**src/rtl/bitmap_page_allocator_top_defines.svh**
```systemverilog
// Assertion macros shared by the page allocator RTL.
`ifndef BITMAP_PAGE_ALLOCATOR_TOP_DEFINES_SVH
`define BITMAP_PAGE_ALLOCATOR_TOP_DEFINES_SVH

// Same-cycle implication, disabled during reset
`define BPA_ASSERT_IMP(lbl, clk, rst, ante, cons, msg) \
   lbl: assert property (@(posedge clk) disable iff (rst) (ante) |-> (cons)) \
      else $error(msg);

// Next-cycle implication, disabled during reset
`define BPA_ASSERT_NXT(lbl, clk, rst, ante, cons, msg) \
   lbl: assert property (@(posedge clk) disable iff (rst) (ante) |=> (cons)) \
      else $error(msg);

`endif

```
**src/rtl/bpa_pkg.sv**
```systemverilog
// Shared types and constants of the bitmap page allocator.
package bpa_pkg;

   // Field widths
   localparam int MW = 3;    // mode
   localparam int PW = 16;   // page number
   localparam int CW = 17;   // page counts
   localparam int SW = 2;    // status
   localparam int REQ_W = 40;
   localparam int RSP_W = 56;
   localparam int CSR_IW = 1;

   // Mode codes
   localparam logic [MW-1:0] MODE_INIT      = 3'd0;
   localparam logic [MW-1:0] MODE_ALLOC_ONE = 3'd1;
   localparam logic [MW-1:0] MODE_FREE_ONE  = 3'd2;
   localparam logic [MW-1:0] MODE_ALLOC_RUN = 3'd3;
   localparam logic [MW-1:0] MODE_FREE_RUN  = 3'd4;

   // Result status codes
   localparam logic [SW-1:0] RS_OK       = 2'd0;
   localparam logic [SW-1:0] RS_NO_SPACE = 2'd1;
   localparam logic [SW-1:0] RS_IGNORED  = 2'd2;

   // Register indexes and reset values
   localparam logic [CSR_IW-1:0] CSR_TOTAL    = 1'b0;
   localparam logic [CSR_IW-1:0] CSR_RESERVED = 1'b1;
   localparam logic [CW-1:0] RESET_TOTAL    = 17'd65536;
   localparam logic [CW-1:0] RESET_RESERVED = 17'd512;

   typedef enum logic [3:0] {
      S_BOOT, S_BOOT_SWEEP, S_IDLE, S_DECODE, S_INIT,
      S_A1_RD, S_A1_EV, S_AR_RD, S_AR_EV, S_AR_BIT,
      S_RMW_RD, S_RMW_WR, S_DONE
   } state_type;

   typedef enum logic [3:0] {
      OP_NOP, OP_LOAD_CFG, OP_CAPTURE, OP_DECODE, OP_INIT_WR, OP_READ,
      OP_A1_EVAL, OP_AR_EVAL, OP_AR_STEP, OP_RMW_WR, OP_LOAD_RSP
   } dp_op_type;

   typedef enum logic [2:0] {
      KIND_NONE, KIND_INIT, KIND_A1, KIND_AR, KIND_RMW
   } kind_type;

   typedef struct packed {
      dp_op_type op;
   } dp_cmd_type;

   typedef struct packed {
      kind_type kind;
      logic     a1_hit;
      logic     word_found;
      logic     mixed;
      logic     bit_found;
      logic     bit_last;
      logic     scan_last;
      logic     range_last;
      logic     sweep_last;
   } dp_stat_type;

endpackage

```
**src/rtl/bpa_ctrl.sv**
```systemverilog
// Sequencer of the page allocator: walks each item through its word steps.
module bpa_ctrl (
   input  logic                 clock,
   input  logic                 reset,
   input  logic                 req_tvalid,
   output logic                 req_tready,
   output logic                 rsp_tvalid,
   input  logic                 rsp_tready,
   input  bpa_pkg::dp_stat_type stat,
   output bpa_pkg::dp_cmd_type  cmd
);
   import bpa_pkg::*;

   state_type state_ff, state_in;
   logic      rsp_valid_ff, rsp_valid_in;
   logic      slot_free;

   assign slot_free  = !rsp_valid_ff || rsp_tready;
   assign req_tready = (state_ff == S_IDLE);
   assign rsp_tvalid = rsp_valid_ff;

   // Next state
   always_comb begin
      state_in = state_ff;
      unique case (state_ff)
         S_BOOT:       state_in = S_BOOT_SWEEP;
         S_BOOT_SWEEP: if (stat.sweep_last) state_in = S_IDLE;
         S_IDLE:       if (req_tvalid) state_in = S_DECODE;
         S_DECODE: begin
            unique case (stat.kind)
               KIND_INIT: state_in = S_INIT;
               KIND_A1:   state_in = S_A1_RD;
               KIND_AR:   state_in = S_AR_RD;
               KIND_RMW:  state_in = S_RMW_RD;
               default:   state_in = S_DONE;
            endcase
         end
         S_INIT:  if (stat.sweep_last) state_in = S_DONE;
         S_A1_RD: state_in = S_A1_EV;
         S_A1_EV: begin
            if (stat.a1_hit || stat.scan_last) state_in = S_DONE;
            else state_in = S_A1_RD;
         end
         S_AR_RD: state_in = S_AR_EV;
         S_AR_EV: begin
            priority if (stat.word_found) state_in = S_RMW_RD;
            else if (stat.mixed)          state_in = S_AR_BIT;
            else if (stat.scan_last)      state_in = S_DONE;
            else                          state_in = S_AR_RD;
         end
         S_AR_BIT: begin
            priority if (stat.bit_found) state_in = S_RMW_RD;
            else if (stat.bit_last)      state_in = stat.scan_last ? S_DONE : S_AR_RD;
            else                         state_in = S_AR_BIT;
         end
         S_RMW_RD: state_in = S_RMW_WR;
         // Read the next word of the range until the last one is written
         S_RMW_WR: state_in = stat.range_last ? S_DONE : S_RMW_RD;
         S_DONE:   if (slot_free) state_in = S_IDLE;
         default:  state_in = S_BOOT;
      endcase
   end

   // Datapath command per state
   always_comb begin
      cmd.op = OP_NOP;
      unique case (state_ff)
         S_BOOT:       cmd.op = OP_LOAD_CFG;
         S_BOOT_SWEEP: cmd.op = OP_INIT_WR;
         S_IDLE:       if (req_tvalid) cmd.op = OP_CAPTURE;
         S_DECODE:     cmd.op = OP_DECODE;
         S_INIT:       cmd.op = OP_INIT_WR;
         S_A1_RD:      cmd.op = OP_READ;
         S_A1_EV:      cmd.op = OP_A1_EVAL;
         S_AR_RD:      cmd.op = OP_READ;
         S_AR_EV:      cmd.op = OP_AR_EVAL;
         S_AR_BIT:     cmd.op = OP_AR_STEP;
         S_RMW_RD:     cmd.op = OP_READ;
         S_RMW_WR:     cmd.op = OP_RMW_WR;
         S_DONE:       if (slot_free) cmd.op = OP_LOAD_RSP;
         default:      cmd.op = OP_NOP;
      endcase
   end

   // Output slot: filled on load, emptied on transfer
   always_comb begin
      priority if (state_ff == S_DONE && slot_free) rsp_valid_in = 1'b1;
      else if (rsp_tready)                         rsp_valid_in = 1'b0;
      else                                         rsp_valid_in = rsp_valid_ff;
   end

   always_ff @(posedge clock) begin
      if (reset) begin
         state_ff     <= S_BOOT;
         rsp_valid_ff <= 1'b0;
      end else begin
         state_ff     <= state_in;
         rsp_valid_ff <= rsp_valid_in;
      end
   end

endmodule

```
**config.mk**
```make
export PLATFORM = sky130hd
export DESIGN_NAME = bpa_ctrl
export DESIGN_NICKNAME = d
export VERILOG_FILES = /design/src/rtl/bitmap_page_allocator_top_defines.svh /design/src/rtl/bpa_pkg.sv /design/src/rtl/bpa_ctrl.sv
export SDC_FILE = /design/constraint.sdc
export NUM_CORES = 1
export LEC_CHECK = 0
export BUFFER_PORTS_ARGS = -buffer_cell sky130_fd_sc_hd__buf_2
export CORE_AREA = 2 2 39 41
export CTS_BUF_LIST = sky130_fd_sc_hd__clkbuf_8
export CTS_CLUSTER_DIAMETER = 80
export DETAILED_ROUTE_END_ITERATION = 12
export DIE_AREA = 0 0 41 43
export GPL_TIMING_DRIVEN = 0
export PLACE_DENSITY = 0.79
export SLEW_MARGIN = 25
export SYNTH_ARGS = -nofsm -noshare
export SYNTH_HDL_FRONTEND = slang
export SYNTH_SLANG_ARGS = --single-unit
```
**constraint.sdc**
```tcl
create_clock -name clock -period 2.3 [get_ports clock]
set_input_delay 0.115 -clock clock [delete_from_list [all_inputs] [get_ports clock]]
set_output_delay 0.115 -clock clock [all_outputs]
set_load 0.1 [all_outputs]
```
Word level (Yosys, flattened, before mapping)
Cells that the tools add are included.

Output and inout port bits: 6. ROM bits: 0. Bits of input ports: 15. Memories: 0. Bits in writable memories: 0. Bits in registers: 5. Latch bits: 0.

Reductions and logical operators: 9. $lt $le $gt $ge: 0. Equal/unequal tests: 20. Add/sub/neg operators: 0. Multiply operators: 0. Divide/modulo/power cells: 0. Bitwise gates (word level): 0. Shifts and indexed selects: 0. Muxes and demuxes: 18.

Operators with widths (count): $pmux 4 s13 (1); $mux 4 (11); $pmux 4 s10 (1); $eq 4x4->1 const B (5); $eq 4x3->1 const B (4); $pmux 4 s4 (1); $eq 4x2->1 const B (2); $ne 2x2->1 const B (4); $eq 3x2->1 const B (2); $eq 4x1->1 const B (1); $logic_not 4->1 (1); $reduce_and 4->1 (1); $eq 3x1->1 const B (1); $eq 3x3->1 const B (1); $mux 3 (1); $reduce_or 3->1 (1); $logic_or 1x1->1 (2); $mux 1 (2); $mux 2 (1); $reduce_bool 2->1 (1); $reduce_or 2->1 (1); $logic_and 1x1->1 (1); $logic_not 1->1 (1).

Depth between registers and ports, before layout
Gate-level depths: netlist of the first run.

Depth after elaboration: 4. Gate-level depth with buffers: 6. Depth with buffers taken out: 4.

Worst setup path after synthesis of the first run
Ideal clock, no wire load.

Path type: reg2out. Start: reg state_ff[1]. End: out cmd[0] in the netlist's numbering. Stages on the path, launching flop included: 6. Setup slack: -1006 ps. Buffers on the path: 2. Arrival time: 3191 ps. Cells stage by stage: dfxtp_1 buf_2 buf_1 inv_1 and2_1 a221oi_1.

RTL lines: start: declaration (line bpa_ctrl.sv:14) `state_type state_ff, state_in;`; start signal: assignment (line bpa_ctrl.sv:97) `state_ff <= state_in;`; end: declaration (line bpa_ctrl.sv:10) `output bpa_pkg::dp_cmd_type cmd`.

==> results.json, run 1 <==
{
  "status": "completed",
  "ys_ff_latch": 5,
  "post_cts_buffers": 0,
  "final_antenna_net_count": 0,
  "post-route-period-util_pct": 93.1,
  "yosysWarnings": 0,
  "drv_slew": 0,
  "reg2reg_depth": 6,
  "grtUsageMet2_pct": 42.2,
  "synth_top_area_share_pct": 15.0,
  "regToRegEndpoint": "state_ff[0]",
  "crit_fanout": 10,
  "gp_congestion": 0.844,
  "grt_max_degree": 11,
  "chipWidth_um": 41,
  "n_antenna_cell": 0,
  "endpoint_kind": "output pin",
  "dieArea_um2": 1760,
  "crit_type": "flip-flop to output pin",
  "routed_wl_um": 1980,
  "crit_path_frequent_cell": "buf_2",
  "clock_skew_ns": 0.00466,
  "ff2ff_setup_slack_ns": 0.46,
  "rsz0062_at_grt": "false",
  "grt_use_met1_pct": 28.8,
  "floorplan.initialDensity_pct": 48.3,
  "vias": 841,
  "r2r_start": "state_ff[0]",
  "grt_busiest_layer": "met2",
  "grt_usage_pct": 25.4,
  "worstHoldStart": "reset",
  "crit_required_ns": 2.18,
  "met3_usage_pct": 8.38,
  "portBuffers": 20,
  "area_growth_syn_to_layout_pct": 27.7,
  "worstHoldEndpoint": "rsp_tvalid",
  "ys_types": 43,
  "syn_area_um2": 668,
  "drt_pre_antenna_iters": 4,
  "worstSetupStartpointType": "flip-flop",
  "min_period_ns": 2.14,
  "cts_buffers": 3,
  "grt_pass1_wl_um": 3110,
  "cts_tree": "built",
  "htreeDepth": 1,
  "worstMarginPinSlew_ns": 0.620,
  "finalSetupViolations": 0,
  "dr.first_iter.drc_count": 33,
  "synth.avg_cell_area_um2": 7.11,
  "synth-seq-area-share_pct": 15.0,
  "timing.fmax_ghz": 0.467,
  "path_cells": "buf_2, clkbuf_1, nor2_1, a221oi_2, buf_2",
  "wl_per_cell_um": 14.8,
  "max_slew_margin_pct": 58.2,
  "pin_count": 21,
  "async_flop_share_pct": 0,
  "min_path_type": "input pin to flip-flop",
  "ctsLongestPathBuffers": 2,
  "path_clk_slew_ns": 0.04,
  "slowest_delay_ns": 0.46,
  "die_h_um": 43,
  "synth_edf_count": 0,
  "critPathArrivalTime_ns": 2.03,
  "drv_cap": 0,
  "clkLatencyLatePin_ns": 0.22,
  "hold_viol": 0,
  "viasPerCell": 6.28,
  "nets": 134,
  "clkSinkCount": 5,
  "hold_depth": 2,
  "syn_nets": 109,
  "drive_gt1_share_pct": 32.2,
  "synth_area_leaders": "dfxtp_1 15%, nor2b_1 7.5%, a21oi_1 6.0%",
  "overflow": 0,
  "dp_hpwl_um": 1510,
  "synth_top_area_cell": "dfxtp_1",
  "fill_cells": 138,
  "holdWs_ns": 0.111,
  "cp_slowest_cell": "buf_2",
  "ys.flop_type": "dfxtp_1",
  "rows": 14,
  "cts_root_buf": "clkbuf_8",
  "ctsResizeCount": 0,
  "synth_cells": 94,
  "core-area_um2": 1380,
  "cts-hold-fix-buffers": 0,
  "antenna_found_initial": 0,
  "drc": 0,
  "grt_pass1_vias": 764
}
[registers in the layout, summed over array words and instances (netlist names)]
name        count
state_ff        4
rsp_tvalid      1
[worst max-delay path by stage]
stage                      from      to  slack, ns
floorplan           state_ff[0]  cmd[0]      -0.11
global placement    state_ff[2]  cmd[1]       0.33
detailed placement  state_ff[2]  cmd[1]       0.31
CTS                 state_ff[2]  cmd[1]       0.05
global route        state_ff[0]  cmd[0]       0.03
finish              state_ff[0]  cmd[0]       0.16
[cell usage in the layout (no fill, tap or decap), types with 2 or more instances in the layout]
master / n
a21oi_1: 8
a22o_1: 2
buf_2: 22
clkbuf_1: 3
clkbuf_8: 3
dfxtp_1: 5
inv_1: 5
nand2_1: 3
nand2b_1: 3
nand3_1: 3
nor2_1: 7
nor2b_1: 8
nor3_1: 4
nor4b_1: 2
o211ai_1: 4
o21ai_0: 3
or2_2: 2
[layer usage]
metal,up-vias,wire [um]
met2,34,975
met3,2,139
met4,0,21
met1,397,848
met5,-,0
li1,408,-
[cells in the mapped netlist, types with 2 or more instances]
cell,count
a221oi_1,2
dfxtp_1,5
o211ai_1,4
or2_2,2
inv_1,4
clkbuf_1,3
buf_2,2
a22o_1,2
o21ai_0,4
nand2b_1,3
nor2_1,8
nand3_1,3
a21oi_1,8
nor3_1,4
buf_1,2
nor2b_1,8
nand2_1,3
nor4b_1,2
[cell type report]
| class | instances | area (um2) | area share [%] |
|---|---|---|---|
| well taps | 16 | 20.0 | 2.35 |
| repair buffers | 20 | 100 | 11.7 |
| plain buffers | 8 | 41.3 | 4.84 |
| clock buffers | 3 | 41.3 | 4.84 |
| clock inverters | 1 | 3.75 | 0.440 |
| inverters | 4 | 15.0 | 1.76 |
| flip-flops and latches | 5 | 100 | 11.7 |
| multi-input cells | 77 | 532 | 62.3 |
[cell families after synthesis]
kind of cell    synth area share (%)
compound gates                  36.1
buf+inv                         8.24
flops                           15.0
simple gates                    38.0
xor+xnor                        2.62
[worst max-delay path: cells and delay by family (launching register included)]
kind	cells	cell delay [ns]
buf+inv	3	1.09
flops	1	0.36
compound gates	1	0.22
simple gates	1	0.13
[per-stage QoR]
| step | area (um2) | instances | setup TNS [ns] | setup slack, ns | util [%] |
|---|---|---|---|---|---|
| final | 853 | 134 | 0 | 0.159 | 61.7 |
| after global routing | 853 | 134 | 0 | 0.0292 | 61.7 |
| after CTS | 852 | 134 | 0 | 0.0545 | 61.6 |
| after detailed placement | 807 | 130 | 0 | 0.306 | 58.3 |
| after global placement | 807 | 130 | 0 | 0.330 | 58.3 |
| after floorplan | 687 | 94 | -0.110 | -0.110 | - |
Power of run 1 is left out: the tool's default activity adds up to more than one toggle a clock period on the data nets, which glitch-free logic cannot reach.
==> run 2, diff against run 1 <==
CTS_BUF_LIST = sky130_fd_sc_hd__clkbuf_4 sky130_fd_sc_hd__clkbuf_8   (was sky130_fd_sc_hd__clkbuf_8)
==> results.json, run 2 (synthesis results as in run 1) <==
{
  "n_antenna_cell": 0,
  "stdcell_area_um2": 841,
  "drv_slew": 0,
  "endpoint_kind": "output pin",
  "vias": 842,
  "path_clk_slew_ns": 0.05,
  "min_path_type": "input pin to flip-flop",
  "floorplan.initialDensity_pct": 48.3,
  "cts_root_buf": "clkbuf_4",
  "timing.fmax_ghz": 0.461,
  "ctsLongestPathBuffers": 2,
  "crit_type": "flip-flop to output pin",
  "grt_max_degree": 11,
  "utilization_pct": 60.8,
  "ff_latch_area_um2": 100,
  "drc": 0,
  "clkLatencyLatePin_ns": 0.25,
  "post-route-period-util_pct": 94.4,
  "cp_slowest_cell": "buf_2",
  "cts_tree": "built",
  "finalSetupViolations": 0,
  "slowest_delay_ns": 0.45,
  "viasPerCell": 6.28,
  "max_slew_margin_pct": 58.4,
  "chipWidth_um": 41,
  "path_cells": "buf_2, clkbuf_1, o21ai_0, o22ai_2, buf_2",
  "multi_input_area_um2": 532,
  "dp_hpwl_um": 1510,
  "cts-hold-fix-buffers": 0,
  "core-area_um2": 1380,
  "crit_required_ns": 2.18,
  "cts_buffers": 3,
  "post_cts_buffers": 0,
  "portBuffers": 20,
  "rows": 14,
  "overflow": 0,
  "gp_congestion": 0.844,
  "worstHoldStart": "reset",
  "clkSinkCount": 5,
  "worstMarginPinSlew_ns": 0.616,
  "grt_pass1_vias": 766,
  "pin_count": 21,
  "grt_pass1_wl_um": 3110,
  "top_register": "state_ff",
  "postPlaceCellArea_um2": 807,
  "largest_register_ffs": 4,
  "hold_viol": 0,
  "routed_wl_um": 1990,
  "mostFrequentLayoutCell": "buf_2",
  "worstSetupStartpointType": "flip-flop",
  "dieArea_um2": 1760,
  "wl_per_cell_um": 14.8,
  "cp-startpoint": "state_ff[0]",
  "final_antenna_net_count": 0,
  "status": "completed",
  "antenna_found_initial": 0,
  "htreeDepth": 1,
  "rsz0062_at_grt": "false",
  "critPathArrivalTime_ns": 2.06,
  "dr.first_iter.drc_count": 19,
  "min_period_ns": 2.17,
  "nets": 134,
  "crit_path_frequent_cell": "buf_2",
  "drv_cap": 0,
  "grt_usage_pct": 25.3,
  "area_growth_syn_to_layout_pct": 25.8,
  "drt_pre_antenna_iters": 4,
  "r2r_start": "state_ff[0]",
  "drive_gt1_share_pct": 33.1,
  "die_h_um": 43,
  "crit_fanout": 10,
  "layout_common_cells": "21 x buf_2, 8 x nor2b_1, 8 x a21oi_1, 7 x nor2_1",
  "fill_cells": 138,
  "clock_skew_ns": 0.00577
}
[run 2: repair_timing]
action,in CTS,in global routing
resized for setup,0,2
endpoints found under the hold margin,0,0
endpoints found under the setup margin,0,4
[run 2: worst paths after layout]
check / endpoint / slack, ns / depth (start not counted)
setup / recovery: cmd[1] / 0.13 / 5
hold / removal: rsp_tvalid / 0.08 / 2
setup reg to reg: state_ff[0] / 0.42 / 6
hold reg to reg: rsp_tvalid / 0.71 / 3
[run 2: routing by layer]
metal  vias up  wire length [um]  track usage, %
met5         -                 0               0
met1       395               842            29.5
met3         2               141            6.81
met4         0                21            8.00
li1        408                 -               -
met2        37               984            42.2
[run 2: area by class of cell]
| class | count | area share [%] |
|---|---|---|
| buffer | 8 | 4.91 |
| clock buffer | 4 | 3.57 |
| inverter | 4 | 1.79 |
| multi-input combinational | 77 | 63.2 |
| sequential | 5 | 11.9 |
| tap | 16 | 2.38 |
| timing repair buffer | 20 | 12.2 |
[run 2: through the flow]
step	hold WS (ns)	setup slack [ns]	TNS (ns)	instances
after global routing	0.0857	0.0535	0	134
after global placement	0.331	0.330	0	130
after floorplan	0.187	-0.110	-0.110	94
final	0.0839	0.130	0	134
after CTS	0.0796	0.0297	0	134
after detailed placement	0.334	0.306	0	130
[run 2: critical path, delay by kind of cell, from the launching register on]
family	cells	cell delay, ns
buf+inv	3	1.10
compound gates	2	0.35
flops	1	0.37
Power of run 2 is left out for the same reason.
==> run 3, diff against run 2 <==
CORE_AREA = not set   (was 2 2 39 41)
CORE_ASPECT_RATIO = 0.9   (was not set)
CORE_MARGIN = 1   (was not set)
CORE_UTILIZATION = 30   (was not set)
DIE_AREA = not set   (was 0 0 41 43)
MAX_ROUTING_LAYER = met4   (was not set)
PLACE_DENSITY = not set   (was 0.79)
TNS_END_PERCENT = 5   (was not set)
==> results.json, run 3 (synthesis results as in run 1) <==
{
  "crit_fanout": 10,
  "fill_cells": 206,
  "fin_cells": 143,
  "path_clk_slew_ns": 0.04,
  "cts_buffers": 3,
  "worstHoldStart": "reset",
  "dp_hpwl_um": 1560,
  "worstSetupStartpointType": "flip-flop",
  "finalSetupViolations": 0,
  "chipWidth_um": 51.7,
  "min_path_type": "input pin to flip-flop",
  "status": "completed",
  "grt_max_degree": 11,
  "htreeDepth": 1,
  "wl_per_cell_um": 14.2,
  "area_growth_syn_to_layout_pct": 26.8,
  "clock_skew_ns": 0.00176,
  "regToRegEndpoint": "state_ff[0]",
  "cts_root_buf": "clkbuf_4",
  "n_antenna_cell": 0,
  "drive_gt1_share_pct": 32.2,
  "r2r_start": "state_ff[0]",
  "viasPerCell": 5.68,
  "die_h_um": 46.8,
  "rsz0062_at_grt": "false",
  "cp-startpoint": "state_ff[0]",
  "floorplan.initialDensity_pct": 33.3,
  "endpoint_kind": "output pin",
  "largest_register_ffs": 4,
  "drc": 0,
  "dieArea_um2": 2420,
  "clkSinkCount": 5,
  "p_total_mw": 1.41,
  "portBuffers": 20,
  "crit_path_frequent_cell": "buf_2",
  "grt_pass1_vias": 742,
  "drv_cap": 0,
  "hold_depth": 2,
  "crit_type": "flip-flop to output pin",
  "critPathArrivalTime_ns": 2.07,
  "holdWs_ns": 0.0909,
  "reg2reg_depth": 6,
  "cts-hold-fix-buffers": 0,
  "hold_viol": 0,
  "layout_common_cells": "21 x buf_2, 8 x nor2b_1, 8 x a21oi_1, 8 x nor2_1",
  "cts_tree": "built",
  "min_period_ns": 2.18,
  "grt_usage_pct": 20.6,
  "drv_slew": 0,
  "timing.fmax_ghz": 0.459,
  "core-area_um2": 2010,
  "leakage_nw": 0.359,
  "dpl.cell_count": 139,
  "slowest_delay_ns": 0.44,
  "post_cts_buffers": 0,
  "vdd_drop_max_uv": 968,
  "gp_congestion": 0.929,
  "cp_slowest_cell": "buf_2",
  "antenna_found_initial": 0,
  "path_cells": "buf_2, buf_1, o21ai_0, o22ai_2, buf_2",
  "pin_count": 21,
  "worstMarginPinSlew_ns": 0.584,
  "max_slew_margin_pct": 60.6,
  "ff2ff_setup_slack_ns": 0.39,
  "crit_required_ns": 2.18,
  "rows": 15,
  "final_antenna_net_count": 0,
  "ctsLongestPathBuffers": 2,
  "overflow": 0,
  "drt_pre_antenna_iters": 4,
  "grt_pass1_wl_um": 3430,
  "p_per_area_nw_per_um2": 1670,
  "layout_setup_ws_ns": 0.119,
  "routed_wl_um": 2030,
  "pre_cts_ws_ns": 0.329,
  "vias": 812,
  "finalSetupTns_ns": 0,
  "nets": 134,
  "top_register": "state_ff",
  "dr.first_iter.drc_count": 24,
  "worstHoldEndpoint": "rsp_tvalid",
  "clkLatencyLatePin_ns": 0.24,
  "post-route-period-util_pct": 94.8,
  "mostFrequentLayoutCell": "buf_2"
}
==> run 3: cell counts in the layout (fill, tap and decap cells not counted) <==
Identical to the previous run, type by type.
==> run 3: cell type report <==
| type | instances | area, um2 | share of cell area (%) |
|---|---|---|---|
| well taps | 25 | 31.3 | 3.69 |
| inverters | 4 | 15.0 | 1.77 |
| flip-flops and latches | 5 | 100 | 11.8 |
| clock buffers | 4 | 30.0 | 3.55 |
| plain buffers | 8 | 42.5 | 5.02 |
| repair buffers | 20 | 103 | 12.1 |
| multi-input cells | 77 | 526 | 62.0 |
==> run 3: per-stage QoR <==
step | utilization (%) | instance area, um2
6_report | 42.2 | 847
5_1_grt | 42.2 | 847
4_1_cts | 41.9 | 842
3_5_place_dp | 40.4 | 812
3_3_place_gp | 40.4 | 812
2_1_floorplan | - | 681
==> run 3: critical path: cells and delay by family (launching register included) <==
family,cells,cell delay [ns]
AO/OA/AOI/OAI,2,0.35
buffers and inverters,3,1.10
flip-flops,1,0.36
==> run 3: power by group <==
group	switching, mW	internal [mW]
Clock	0.0367	0.0774
Sequential	0.0228	0.118
Combinational	0.823	0.335
Total	0.882	0.531
==> run 3: per-layer routing <==
| metal | wire, um | track usage (%) | up-vias | part of all wire, % |
|---|---|---|---|---|
| met4 | 24 | 6.49 | 0 | 1.2 |
| met2 | 882 | 30.6 | 25 | 43 |
| li1 | - | - | 410 | - |
| met1 | 987 | 26.0 | 373 | 49 |
| met3 | 136 | 7.77 | 4 | 6.7 |
| met5 | 0 | - | - | 0 |
==> run 3: worst max-delay path by stage <==
stage / to / slack (ns) / depth (start not counted)
floorplan: cmd[3] / -0.23 / 4
global placement: cmd[2] / 0.33 / 5
detailed placement: cmd[2] / 0.33 / 5
CTS: cmd[2] / 0.06 / 5
global route: cmd[1] / 0.001 / 5
finish: cmd[1] / 0.12 / 5
==> run 3: timing repair <==
action	4_1_cts	5_1_grt
setup endpoints to repair	0	4
resized for setup	0	4
hold endpoints to repair	0	0
Note: power is estimated with default switching activity, not from simulation.
